`src/rtl/drdt_pkg.sv`:
```
// ----------------------------------------------------------------------------
// drdt_pkg
// Shared types, constants and helpers of the detection row decoder.
// ----------------------------------------------------------------------------
package drdt_pkg;

	// Box fields ahead of the class scores in every row
	localparam int unsigned BOX_FIELDS  = 5;
	localparam int unsigned MAX_CLASSES = 255;
	localparam int unsigned MAX_IMAGE   = 8192;

	localparam int unsigned VALUE_W  = 32;
	localparam int unsigned CORNER_W = 29;
	localparam int unsigned CLASS_W  = 8;
	localparam int unsigned POS_W    = 9;
	localparam int unsigned SIZE_W   = 14;
	localparam int unsigned OUT_W    = 160;

	// Row positions of the box fields
	localparam logic [POS_W-1:0] POS_CENTER_X   = 9'd0;
	localparam logic [POS_W-1:0] POS_CENTER_Y   = 9'd1;
	localparam logic [POS_W-1:0] POS_BOX_WIDTH  = 9'd2;
	localparam logic [POS_W-1:0] POS_BOX_HEIGHT = 9'd3;
	localparam logic [POS_W-1:0] POS_OBJECTNESS = 9'd4;
	localparam logic [POS_W-1:0] POS_LAST       = POS_W'(BOX_FIELDS + MAX_CLASSES - 1);

	// Configuration register indexes
	typedef enum logic [1:0] {
		REG_SCORE_THRESHOLD = 2'd0,
		REG_CLASS_COUNT     = 2'd1,
		REG_IMAGE_WIDTH     = 2'd2,
		REG_IMAGE_HEIGHT    = 2'd3
	} reg_index_t;

	// Row geometry settings seen by the row tracker
	typedef struct packed {
		logic [CLASS_W-1:0] class_count;
		logic [SIZE_W-1:0]  image_width;
		logic [SIZE_W-1:0]  image_height;
	} row_cfg_t;

	// Finished row handed from the tracker to the scoring pipeline
	typedef struct packed {
		logic [CORNER_W-1:0]       left;
		logic [CORNER_W-1:0]       top;
		logic [CORNER_W-1:0]       right;
		logic [CORNER_W-1:0]       bottom;
		logic signed [VALUE_W-1:0] objectness;
		logic signed [VALUE_W-1:0] best_score;
		logic [CLASS_W-1:0]        best_class;
	} row_result_t;

	// Largest corner for an image size, (size - 1) << 16 after limiting size
	function automatic logic [CORNER_W-1:0] size_hi(input logic [SIZE_W-1:0] size);
		logic [SIZE_W-1:0] lim;
		logic [SIZE_W-1:0] m1;
		lim = size;
		if (size == '0) begin
			lim = SIZE_W'(1);
		end else if (size > SIZE_W'(MAX_IMAGE)) begin
			lim = SIZE_W'(MAX_IMAGE);
		end
		m1 = lim - SIZE_W'(1);
		return {m1[12:0], 16'h0000};
	endfunction

	// Clip a 33-bit signed corner into [0, hi]
	function automatic logic [CORNER_W-1:0] clip_corner(input logic signed [32:0] v,
			input logic [CORNER_W-1:0] hi);
		logic [CORNER_W-1:0] r;
		r = v[CORNER_W-1:0];
		if (v < 33'sd0) begin
			r = '0;
		end else if (v > $signed({4'b0000, hi})) begin
			r = hi;
		end
		return r;
	endfunction

endpackage

```
`src/rtl/drdt_row_tracker.sv`:
```
// ----------------------------------------------------------------------------
// drdt_row_tracker
// Row state: box fields, running argmax, and clipped corners at row end.
// ----------------------------------------------------------------------------
module drdt_row_tracker (
	input  logic                                 clk,
	input  logic                                 arst_n,
	input  logic                                 accept,
	input  logic signed [drdt_pkg::VALUE_W-1:0]  value,
	input  drdt_pkg::row_cfg_t                   cfg,
	input  logic                                 drain,
	output logic                                 row_valid,
	output drdt_pkg::row_result_t                row_result
);

	logic [drdt_pkg::POS_W-1:0]          pos_q;
	logic signed [drdt_pkg::VALUE_W-1:0] center_x_q;
	logic signed [drdt_pkg::VALUE_W-1:0] center_y_q;
	logic signed [drdt_pkg::VALUE_W-1:0] box_width_q;
	logic signed [drdt_pkg::VALUE_W-1:0] box_height_q;
	logic signed [drdt_pkg::VALUE_W-1:0] objectness_q;
	logic signed [drdt_pkg::VALUE_W-1:0] best_q;
	logic [drdt_pkg::CLASS_W-1:0]        best_class_q;

	logic [drdt_pkg::POS_W-1:0]          cls;
	logic [drdt_pkg::CLASS_W-1:0]        count_eff;
	logic                                in_box;
	logic                                class_last;
	logic                                win;
	logic signed [drdt_pkg::VALUE_W-1:0] new_best;
	logic [drdt_pkg::CLASS_W-1:0]        new_class;
	logic signed [32:0]                  half_w;
	logic signed [32:0]                  half_h;
	logic signed [32:0]                  cx;
	logic signed [32:0]                  cy;
	logic [drdt_pkg::CORNER_W-1:0]       hi_x;
	logic [drdt_pkg::CORNER_W-1:0]       hi_y;

	// Class index, effective count and end-of-row test
	always_comb begin
		cls       = pos_q - drdt_pkg::POS_W'(drdt_pkg::BOX_FIELDS);
		in_box    = pos_q < drdt_pkg::POS_W'(drdt_pkg::BOX_FIELDS);
		count_eff = cfg.class_count;
		if (cfg.class_count == '0) begin
			count_eff = drdt_pkg::CLASS_W'(1);
		end else if ({1'b0, cfg.class_count} > 9'(drdt_pkg::MAX_CLASSES)) begin
			count_eff = drdt_pkg::CLASS_W'(drdt_pkg::MAX_CLASSES);
		end
		class_last = ({1'b0, cls} + 10'd1) >= {2'b00, count_eff};
	end

	// Running argmax, first maximum wins
	always_comb begin
		win       = value > best_q;
		new_best  = win ? value : best_q;
		new_class = win ? cls[drdt_pkg::CLASS_W-1:0] : best_class_q;
	end

	// Corners from the held box, floor half sizes
	always_comb begin
		half_w = $signed({box_width_q[31], box_width_q}) >>> 1;
		half_h = $signed({box_height_q[31], box_height_q}) >>> 1;
		cx     = {center_x_q[31], center_x_q};
		cy     = {center_y_q[31], center_y_q};
		hi_x   = drdt_pkg::size_hi(cfg.image_width);
		hi_y   = drdt_pkg::size_hi(cfg.image_height);
	end

	// Row state
	always_ff @(posedge clk or negedge arst_n) begin
		if (!arst_n) begin
			pos_q        <= '0;
			center_x_q   <= '0;
			center_y_q   <= '0;
			box_width_q  <= '0;
			box_height_q <= '0;
			objectness_q <= '0;
			best_q       <= {1'b1, 31'h0};
			best_class_q <= '0;
		end else if (accept) begin
			case (pos_q)
				drdt_pkg::POS_CENTER_X: begin
					center_x_q <= value;
					pos_q      <= drdt_pkg::POS_CENTER_Y;
				end
				drdt_pkg::POS_CENTER_Y: begin
					center_y_q <= value;
					pos_q      <= drdt_pkg::POS_BOX_WIDTH;
				end
				drdt_pkg::POS_BOX_WIDTH: begin
					box_width_q <= value;
					pos_q       <= drdt_pkg::POS_BOX_HEIGHT;
				end
				drdt_pkg::POS_BOX_HEIGHT: begin
					box_height_q <= value;
					pos_q        <= drdt_pkg::POS_OBJECTNESS;
				end
				drdt_pkg::POS_OBJECTNESS: begin
					objectness_q <= value;
					pos_q        <= drdt_pkg::POS_W'(drdt_pkg::BOX_FIELDS);
				end
				default: begin
					if (class_last) begin
						pos_q        <= '0;
						best_q       <= {1'b1, 31'h0};
						best_class_q <= '0;
					end else begin
						pos_q        <= pos_q + drdt_pkg::POS_W'(1);
						best_q       <= new_best;
						best_class_q <= new_class;
					end
				end
			endcase
		end
	end

	// Finished row register
	always_ff @(posedge clk or negedge arst_n) begin
		if (!arst_n) begin
			row_valid <= 1'b0;
		end else if (accept && !in_box && class_last) begin
			row_valid <= 1'b1;
		end else if (drain) begin
			row_valid <= 1'b0;
		end
	end

	always_ff @(posedge clk) begin
		if (accept && !in_box && class_last) begin
			row_result.left       <= drdt_pkg::clip_corner(cx - half_w, hi_x);
			row_result.top        <= drdt_pkg::clip_corner(cy - half_h, hi_y);
			row_result.right      <= drdt_pkg::clip_corner(cx + half_w, hi_x);
			row_result.bottom     <= drdt_pkg::clip_corner(cy + half_h, hi_y);
			row_result.objectness <= objectness_q;
			row_result.best_score <= new_best;
			row_result.best_class <= new_class;
		end
	end

	// Checks
	a_pos_range: assert property (@(posedge clk) disable iff (!arst_n)
		pos_q <= drdt_pkg::POS_LAST)
		else $error("row position beyond last class");

	a_row_restart: assert property (@(posedge clk) disable iff (!arst_n)
		accept && !in_box && class_last |=> pos_q == '0 && best_q == {1'b1, 31'h0})
		else $error("row state not cleared at row end");

	a_row_from_accept: assert property (@(posedge clk) disable iff (!arst_n)
		$rose(row_valid) |-> $past(accept))
		else $error("finished row without an accepted item");

endmodule

```
`src/rtl/detection_row_decode_threshold_unit.sv`:
```
// ----------------------------------------------------------------------------
// detection_row_decode_threshold_unit
// Decodes detector rows into clipped boxes and keeps those above threshold.
// ----------------------------------------------------------------------------
// Takes one Q15.16 value per cycle: per row, center x, center y, width, height,
// objectness, then class_count class scores. A row's box passes the finished-row,
// product and output registers to m_tdata if objectness times the best class
// score reaches score_threshold; otherwise the row yields nothing. The sustained
// rate is one input value per clock while the output does not stall, set by the
// single argmax compare at the input and the registered 32x32 multiplier in the
// middle stage. Two finished rows can queue behind a result that is not yet
// taken, and items inside a row keep flowing until those stages are full.
module detection_row_decode_threshold_unit (
	input  logic                           clk,
	input  logic                           arst_n,
	// Input stream
	input  logic                           s_tvalid,
	output logic                           s_tready,
	input  logic [31:0]                    s_tdata,   // [31:0] value
	// Output stream
	output logic                           m_tvalid,
	input  logic                           m_tready,
	output logic [drdt_pkg::OUT_W-1:0]     m_tdata,   // [28:0] left, [57:29] top,
	                                                  // [86:58] right, [115:87] bottom,
	                                                  // [147:116] confidence,
	                                                  // [155:148] class_id, rest zero
	// Configuration writes
	input  logic                           cfg_valid,
	output logic                           cfg_ready,
	input  logic [1:0]                     cfg_index,
	input  logic [31:0]                    cfg_data
);

	logic signed [31:0]    threshold_q;
	drdt_pkg::row_cfg_t    row_cfg_q;

	logic                  rdy1;
	logic                  rdy2;
	logic                  rdy3;
	logic                  accept;

	logic                  v1;
	drdt_pkg::row_result_t row_s1;

	logic                  v2;
	logic signed [63:0]    prod_s2;
	logic [drdt_pkg::CORNER_W-1:0] left_s2;
	logic [drdt_pkg::CORNER_W-1:0] top_s2;
	logic [drdt_pkg::CORNER_W-1:0] right_s2;
	logic [drdt_pkg::CORNER_W-1:0] bottom_s2;
	logic [drdt_pkg::CLASS_W-1:0]  class_s2;

	logic                  v3;
	logic [drdt_pkg::CORNER_W-1:0] left_s3;
	logic [drdt_pkg::CORNER_W-1:0] top_s3;
	logic [drdt_pkg::CORNER_W-1:0] right_s3;
	logic [drdt_pkg::CORNER_W-1:0] bottom_s3;
	logic signed [31:0]    conf_s3;
	logic [drdt_pkg::CLASS_W-1:0]  class_s3;

	logic signed [31:0]    score;
	logic                  emit;
	logic                  fits;

	// Configuration registers, always ready
	assign cfg_ready = 1'b1;

	always_ff @(posedge clk or negedge arst_n) begin
		if (!arst_n) begin
			threshold_q            <= 32'sd32768;
			row_cfg_q.class_count  <= 8'd80;
			row_cfg_q.image_width  <= 14'd416;
			row_cfg_q.image_height <= 14'd416;
		end else if (cfg_valid && cfg_ready) begin
			case (drdt_pkg::reg_index_t'(cfg_index))
				drdt_pkg::REG_SCORE_THRESHOLD: threshold_q <= cfg_data;
				drdt_pkg::REG_CLASS_COUNT:     row_cfg_q.class_count <= cfg_data[7:0];
				drdt_pkg::REG_IMAGE_WIDTH:     row_cfg_q.image_width <= cfg_data[13:0];
				drdt_pkg::REG_IMAGE_HEIGHT:    row_cfg_q.image_height <= cfg_data[13:0];
				default: ;
			endcase
		end
	end

	// Stage readiness, each stage moves when empty or draining
	assign rdy3     = !v3 || m_tready;
	assign rdy2     = !v2 || rdy3;
	assign rdy1     = !v1 || rdy2;
	assign s_tready = rdy1;
	assign accept   = s_tvalid && s_tready;

	// Row state and corner clipping
	drdt_row_tracker u_row (
		.clk        (clk),
		.arst_n     (arst_n),
		.accept     (accept),
		.value      (s_tdata),
		.cfg        (row_cfg_q),
		.drain      (rdy2),
		.row_valid  (v1),
		.row_result (row_s1)
	);

	// Stage 2: score product
	always_ff @(posedge clk or negedge arst_n) begin
		if (!arst_n) begin
			v2 <= 1'b0;
		end else if (rdy2) begin
			v2 <= v1;
		end
	end

	always_ff @(posedge clk) begin
		if (rdy2 && v1) begin
			prod_s2   <= row_s1.objectness * row_s1.best_score;
			left_s2   <= row_s1.left;
			top_s2    <= row_s1.top;
			right_s2  <= row_s1.right;
			bottom_s2 <= row_s1.bottom;
			class_s2  <= row_s1.best_class;
		end
	end

	// Floor by 2^16, saturate, threshold
	always_comb begin
		fits = (prod_s2[63:47] == '0) || (prod_s2[63:47] == '1);
		if (fits) begin
			score = prod_s2[47:16];
		end else if (prod_s2[63]) begin
			score = {1'b1, 31'h0000_0000};
		end else begin
			score = {1'b0, 31'h7FFF_FFFF};
		end
		emit = score >= threshold_q;
	end

	// Stage 3: output register
	always_ff @(posedge clk or negedge arst_n) begin
		if (!arst_n) begin
			v3 <= 1'b0;
		end else if (rdy3) begin
			v3 <= v2 && emit;
		end
	end

	always_ff @(posedge clk) begin
		if (rdy3 && v2) begin
			left_s3   <= left_s2;
			top_s3    <= top_s2;
			right_s3  <= right_s2;
			bottom_s3 <= bottom_s2;
			conf_s3   <= score;
			class_s3  <= class_s2;
		end
	end

	assign m_tvalid = v3;
	assign m_tdata  = {4'h0, class_s3, conf_s3, bottom_s3, right_s3, top_s3, left_s3};

	// Checks
	a_emit_above_threshold: assert property (@(posedge clk) disable iff (!arst_n)
		m_tvalid |-> conf_s3 >= threshold_q)
		else $error("box below threshold emitted");

	a_x_clipped: assert property (@(posedge clk) disable iff (!arst_n)
		m_tvalid |-> left_s3 <= drdt_pkg::size_hi(row_cfg_q.image_width) &&
			right_s3 <= drdt_pkg::size_hi(row_cfg_q.image_width))
		else $error("x corner outside image");

	a_s2_hold: assert property (@(posedge clk) disable iff (!arst_n)
		v2 && !rdy3 |=> v2 && $stable(prod_s2))
		else $error("product stage lost while stalled");

endmodule
```
`config.mk`:
```
export PLATFORM = sky130hd
export DESIGN_NAME = detection_row_decode_threshold_unit
export DESIGN_NICKNAME = d
export VERILOG_FILES = /design/src/rtl/drdt_pkg.sv /design/src/rtl/drdt_row_tracker.sv /design/src/rtl/detection_row_decode_threshold_unit.sv
export SDC_FILE = /design/constraint.sdc
export NUM_CORES = 2
export LEC_CHECK = 0
export BUFFER_PORTS_ARGS = -buffer_cell sky130_fd_sc_hd__buf_2
export CORE_MARGIN = 2
export CORE_UTILIZATION = 53
export DETAILED_ROUTE_END_ITERATION = 8
export PLACE_DENSITY = 0.7
export SLEW_MARGIN = 25
export SYNTH_ARGS = -nofsm -noshare
export SYNTH_HDL_FRONTEND = slang
export SYNTH_HIERARCHICAL = 1
export SYNTH_SLANG_ARGS = --single-unit
```
`constraint.sdc`:
```
create_clock -name clk -period 15.8 [get_ports clk]
set_input_delay 1.58 -clock clk [delete_from_list [all_inputs] [get_ports clk]]
set_output_delay 1.58 -clock clk [all_outputs]
set_load 0.02 [all_outputs]
```
**Yosys cells after proc, flatten, opt, wreduce, memory -nomap -nowiden**

Cells that the tools add are included.
W data, S select, Z words.

- Bits in registers: 812
- Input bits: 71
- Word-level logic and storage cells: 126

- Add/sub/neg operators: 9
- Multipliers: 1
- Magnitude comparators: 14
- Equality and inequality tests: 8
- Multiplexer cells: 19
- Bitwise operators: 1
- Reductions and logical operators: 36

Operator list:

| cell | number |
|---|---|
| $gt A33 B30 Y1 | 4 |
| $lt A33 B1 Y1 const B | 4 |
| $mux W32 | 4 |
| $mux W29 | 4 |
| $add A32 B31 Y33 | 2 |
| $sub A32 B31 Y33 | 2 |
| $mul A32 B32 Y64 | 1 |
| $mux W13 | 4 |
| $pmux W9 S5 | 1 |
| $ge A32 B32 Y1 | 1 |
| $gt A32 B32 Y1 | 1 |
| $gt A14 B14 Y1 const B | 2 |
| $logic_not A14 Y1 | 2 |
| $sub A13 B1 Y13 const B | 2 |
| $mux W8 | 3 |
| $reduce_and A2 Y1 | 10 |
| $eq A9 B2 Y1 const B | 2 |
| $eq A17 B17 Y1 const B | 1 |
| $logic_not A17 Y1 | 1 |
| $add A9 B1 Y10 const B | 1 |
| $ge A10 B8 Y1 | 1 |
| $add A9 B1 Y9 const B | 1 |
| $eq A9 B1 Y1 const B | 1 |
| $eq A9 B3 Y1 const B | 1 |
| 16 further kinds | 32 |

**Logic depth before layout (Yosys ltp)**

- Depth in word-level cells: 8
- Gate-level depth with buffers: 29
- Depth with buffers taken out: 27

**Hierarchy**

The synthesis kept the hierarchy.

Modules (own cells, without submodules):

| module | instances | cells an instance | area each (um2) |
|---|---|---|---|
| detection_row_decode_threshold_unit | 1 | 4522 | 49356.1 |
| drdt_row_tracker | 1 | 2628 | 26472.9 |

**Worst setup path after synthesis**

Ideal clock, no wire load.

- Kind: register to register
- Start point: register u_row/pos_q[0] (netlist bit)
- End point: register u_row/row_result[0] (netlist bit) (enable)
- Library setup time: 0.741 ns
- Arrival: 10.579 ns
- Required time: 15.059 ns
- Path slack: 4.480 ns
- Cell stages (with the launch flop): 13
- Cells stage by stage: dfrtp_1 -> clkbuf_1 -> inv_1 -> ha_1 -> or3_1 -> nor4_1 -> nor2_1 -> ha_1 -> a21o_1 -> a21o_1 -> a221o_1 -> inv_1 -> nor2_1

- Word-level cells in the longest chain between the ends: 4

Ends and longest elaborated chain:

| item | line | RTL |
|---|---|---|
| start, declared | drdt_row_tracker.sv:16 | `logic [drdt_pkg::POS_W-1:0] pos_q;` |
| start signal, assigned | drdt_row_tracker.sv:84 | `pos_q <= drdt_pkg::POS_CENTER_Y;` |
| start signal, assigned | drdt_row_tracker.sv:88 | `pos_q <= drdt_pkg::POS_BOX_WIDTH;` |
| start signal, assigned | drdt_row_tracker.sv:92 | `pos_q <= drdt_pkg::POS_BOX_HEIGHT;` |
| $sub A9 B3 Y9 / $lt A9 B3 Y1 (equally long branches) | drdt_row_tracker.sv:41, drdt_row_tracker.sv:42 |  |
| $add A9 B1 Y10 / $logic_not A1 Y1 (equally long branches) | drdt_row_tracker.sv:49, drdt_row_tracker.sv:129 |  |
| $ge A10 B8 Y1 / $logic_and A1 B1 Y1 (equally long branches) | drdt_row_tracker.sv:49, drdt_row_tracker.sv:129 |  |
| $logic_and A1 B1 Y1 * | drdt_row_tracker.sv:129 | `if (accept && !in_box && class_last) begin` |
| end, declared | drdt_row_tracker.sv:13 | `output drdt_pkg::row_result_t row_result` |

Mark *: on every way between the ends. The rest lies on a longest branch, timed or not.
A chain may end at the register's enable or synchronous reset.

**Worst setup path after layout**

- Start point: register u_row/row_result[8] (netlist bit)
- End point: register prod_s2[57] (data pin)

- Word-level cells in the longest chain between the ends: 1

Ends and longest elaborated chain:

| item | line | RTL |
|---|---|---|
| $mul A32 B32 Y64 | detection_row_decode_threshold_unit.sv:115 | `prod_s2 <= row_s1.objectness * row_s1.best_score;` |
| end signal, assigned | detection_row_decode_threshold_unit.sv:115 |  |
| end, declared | detection_row_decode_threshold_unit.sv:46 | `logic signed [63:0] prod_s2;` |

No other way between the ends.

==> summary.txt <==
Cells and area
  • Fin nets: 8808
  • Fill cell count: 11830
  • Layout cells sized above 1: 0.1053
  • FF/Latch Area: 22460 um^2
  • Area Overhead vs Synth: 7.694%
  • Leading cell types in the layout, fill and taps excluded: 1221 x inv_1, 1084 x fa_1, 668 x nand2_1
  • Multi-input gate area: 47500 um^2
  • Most common cell after layout, fill and taps aside: inv_1

STA
  • Final Hold Vio Count: 0
  • Setup violators final: 0
  • Period utilisation layout: 0.6020
  • Pins over their slew limit: 0
  • Setup TNS: 0 ns
  • Slew HR: 0.2776
  • Tmin final: 9.512 ns
  • Final clock skew: 0.03655 ns
  • RSZ-0062 raised after global routing: no
  • Achievable frequency: 105.1 MHz
  • Worst-Margin Slew: 1.084 ns

Logic synthesis
  • XOR/XNOR share of the synthesized area: 0.02178
  • Post-synth ARST share: 0.3501
  • Main combinational cell family by area after synthesis: adder cells
  • Cell Area, Synth: 75830 um^2
  • Post-Synth Simple-Gate Area: 0.1281
  • Cells after Synth: 7150
  • Synthesized area per cell: 10.61 um^2
  • Compound-cell area share of the yosys netlist: 0.08148
  • Synth warnings: 6
  • Number of synthesized flops with an enable pin: 516
  • Adder-Cell Fraction of Synth Area: 0.3575
  • Synth Flop Type: edfxtp_1
  • Multiplexer share of the synthesized area: 0.03627
  • Synth cell types: 106
  • Sequential fraction of the synthesis area: 0.2962
  • #FFs+latches synth: 794

Drt
  • DRC: 2
  • Total Wirelength: 211.4 mm
  • Drt first pass iters: 8
  • DR vias: 53210
  • WL per Instance: 23.00 um
  • Vias/cell: 5.789
  • Detail Route Antenna Nets: 0
  • Iteration-0 DRC Markers: 4434

Critical path
  • Worst path max stage delay: 1.06 ns
  • Crit Reg-Reg Startpoint: u_row/row_result[8]
  • Worst setup EP type: flip-flop
  • Worst r2r path cells: 22
  • Crit path DAT: 9.95 ns
  • Crit path cell chain: and2_1, ha_1, fa_1, fa_1, inv_1, fa_1, inv_1, fa_1, inv_1, fa_1, fa_1, fa_1, inv_1, ha_1, nand4_1, or2_2, or3_1, a211oi_2, nor3_4, o311ai_4, a211oi_2, xnor2_1
  • Worst path top cell family by delay: adder cells
  • Critical path fanouts, max: 31
  • CP most frequent cell: fa_1
  • Slowest library cell on the worst path: edfxtp_1
  • Crit Path Class: reg2reg
  • Worst Setup Start Kind: flip-flop
  • R2R Path End: prod_s2[57]
  • Crit path buf inv count: 4
  • Req. time, crit path: 16.24 ns
  • Worst R2R Setup Slack: 6.29 ns

Clock tree
  • Clk_lat worst skew: 0.71 ns
  • # hold bufs at CTS: 0
  • Root Driver: clkbuf_16
  • Clk buf depth: 3
  • Clock transition time at the flip-flop clock pins of the worst setup and hold paths: 0.06 ns
  • H-tree depth: 3
  • # resized after CTS: 0
  • Num CTS Buffers: 86
  • Post-CTS Repair Setup Buffers: 0
  • Clk sink count: 794
  • CTS tree: built

Run status
  • Status: finished, violations left
  • Failing checks: DRC

GRT
  • Pin count of the biggest net entering global routing: 99
  • Initial antenna violation count: 29
  • First-pass GRT wire length: 329.1 mm
  • Vias in the first global route: 55970
  • Total global routing overflow: 0
  • GRT Overall Usage: 0.2954

Floorplan
  • Die ar.: 146100 um^2
  • Core Footprint: 141800 um^2
  • Row cnt: 138
  • Chip height: 382.3 um
  • IO Count: 234
  • Initial core utilization: 0.5349
  • Chip width: 382.3 um

Min path
  • Hold EP: left_s2[23]
  • Worst Hold Launch: u_row/row_result[182]
  • Worst Hold Depth: 0
  • HP Class: reg2reg

Place
  • Number of port buffers: 228
  • Hpwl dp: 159.4 mm
  • Placer Congestion: 0.9748

Job
  • Number of max-cap violations: 0
routing by layer:
layer  GRT usage  vias up  wire length (um)
met5           0        -                42
met3     0.06198      512             18700
met4      0.1169        6              9378
met2      0.4687     2293             97610
met1      0.3991    27140             85710
li1            -    23260                 -
sequential cells by signal, indices dropped and copies added (netlist names), 9 cells and up:
signal / count
u_row/pos_q: 9
u_row/row_result: 188
prod_s2: 48
top_s3: 29
u_row/box_width_q: 31
threshold_q: 32
left_s2: 29
u_row/best_q: 32
u_row/center_x_q: 32
right_s3: 29
bottom_s3: 29
u_row/center_y_q: 32
u_row/box_height_q: 31
bottom_s2: 29
row_cfg_q: 36
left_s3: 29
right_s2: 29
conf_s3: 32
u_row/objectness_q: 32
top_s2: 29
cell type report:
class / instances / area share
clock buffers: 114 / 0.02917
well taps: 1890 / 0.02896
repair buffers: 325 / 0.02310
inverters: 1226 / 0.05635
flip-flops and latches: 794 / 0.2751
diodes: 8 / 0.0002451
clock inverters: 45 / 0.005439
multi-input cells: 4790 / 0.5816
synthesized netlist by cell type (28+ instances only):
| cell type | instances | area (um^2) |
|---|---|---|
| o21bai_1 | 28 | 210.2 |
| edfxtp_1 | 516 | 15490 |
| a211oi_1 | 59 | 442.9 |
| nor2b_1 | 52 | 325.3 |
| nor3_1 | 76 | 380.4 |
| o21a_1 | 35 | 262.8 |
| a21oi_1 | 231 | 1156 |
| fa_1 | 1085 | 21720 |
| a22o_1 | 37 | 324.1 |
| nand3_1 | 79 | 395.4 |
| and2_1 | 531 | 3322 |
| xor2_1 | 39 | 341.6 |
| nor4_1 | 44 | 275.3 |
| dfrtp_1 | 268 | 6706 |
| nand2_1 | 668 | 2507 |
| inv_1 | 1221 | 4583 |
| nor2_1 | 235 | 882.1 |
| nand4_1 | 73 | 456.7 |
| a21o_1 | 74 | 555.5 |
| o31ai_1 | 38 | 285.3 |
| ha_1 | 429 | 5368 |
| xnor2_1 | 147 | 1287 |
| mux2_2 | 230 | 2590 |
| clkbuf_1 | 300 | 1126 |
| nand2b_1 | 46 | 287.8 |
| o21ai_0 | 200 | 1001 |
cell families (layout without fill, tap and decap cells):
group,Yosys count,in the layout
AND/OR/NAND/NOR,1920,1920
buffers and inverters,1569,1710
adder cells (fa/ha/maj),1516,1516
AO/OA/AOI/OAI,916,916
flip-flops,794,794
multiplexers,246,246
XOR/XNOR,187,187
other,2,13
worst max path at each step:
stage	start	end	slack (ns)	depth (start not counted)
5_1_grt	u_row/row_result[8]	prod_s2[62]	5.96	20
4_1_cts	u_row/row_result[8]	prod_s2[57]	6.42	20
2_1_floorplan	u_row/pos_q[0]	u_row/row_result[0]	4.48	12
6_report	u_row/row_result[8]	prod_s2[57]	6.29	22
3_3_place_gp	u_row/row_result[8]	prod_s2[57]	6.54	20
3_5_place_dp	u_row/row_result[8]	prod_s2[57]	6.45	20
through the flow:
step | hold slack (ns) | cells | util | worst slack (ns) | cell area, um^2
final | 0.4128 | 9192 | 0.5761 | 6.288 | 81660
after global routing | 0.4201 | 9188 | 0.5760 | 5.963 | 81650
after CTS | 0.4146 | 9183 | 0.5757 | 6.416 | 81610
after detailed placement | 0.4045 | 9024 | 0.5557 | 6.451 | 78780
after global placement | 0.4009 | 9024 | 0.5557 | 6.536 | 78780
after floorplan | 0.4003 | 7153 | - | 4.480 | 75840
Power is left out: the tool's default activity adds up to more than one toggle a clock period on the data nets, which glitch-free logic cannot reach.
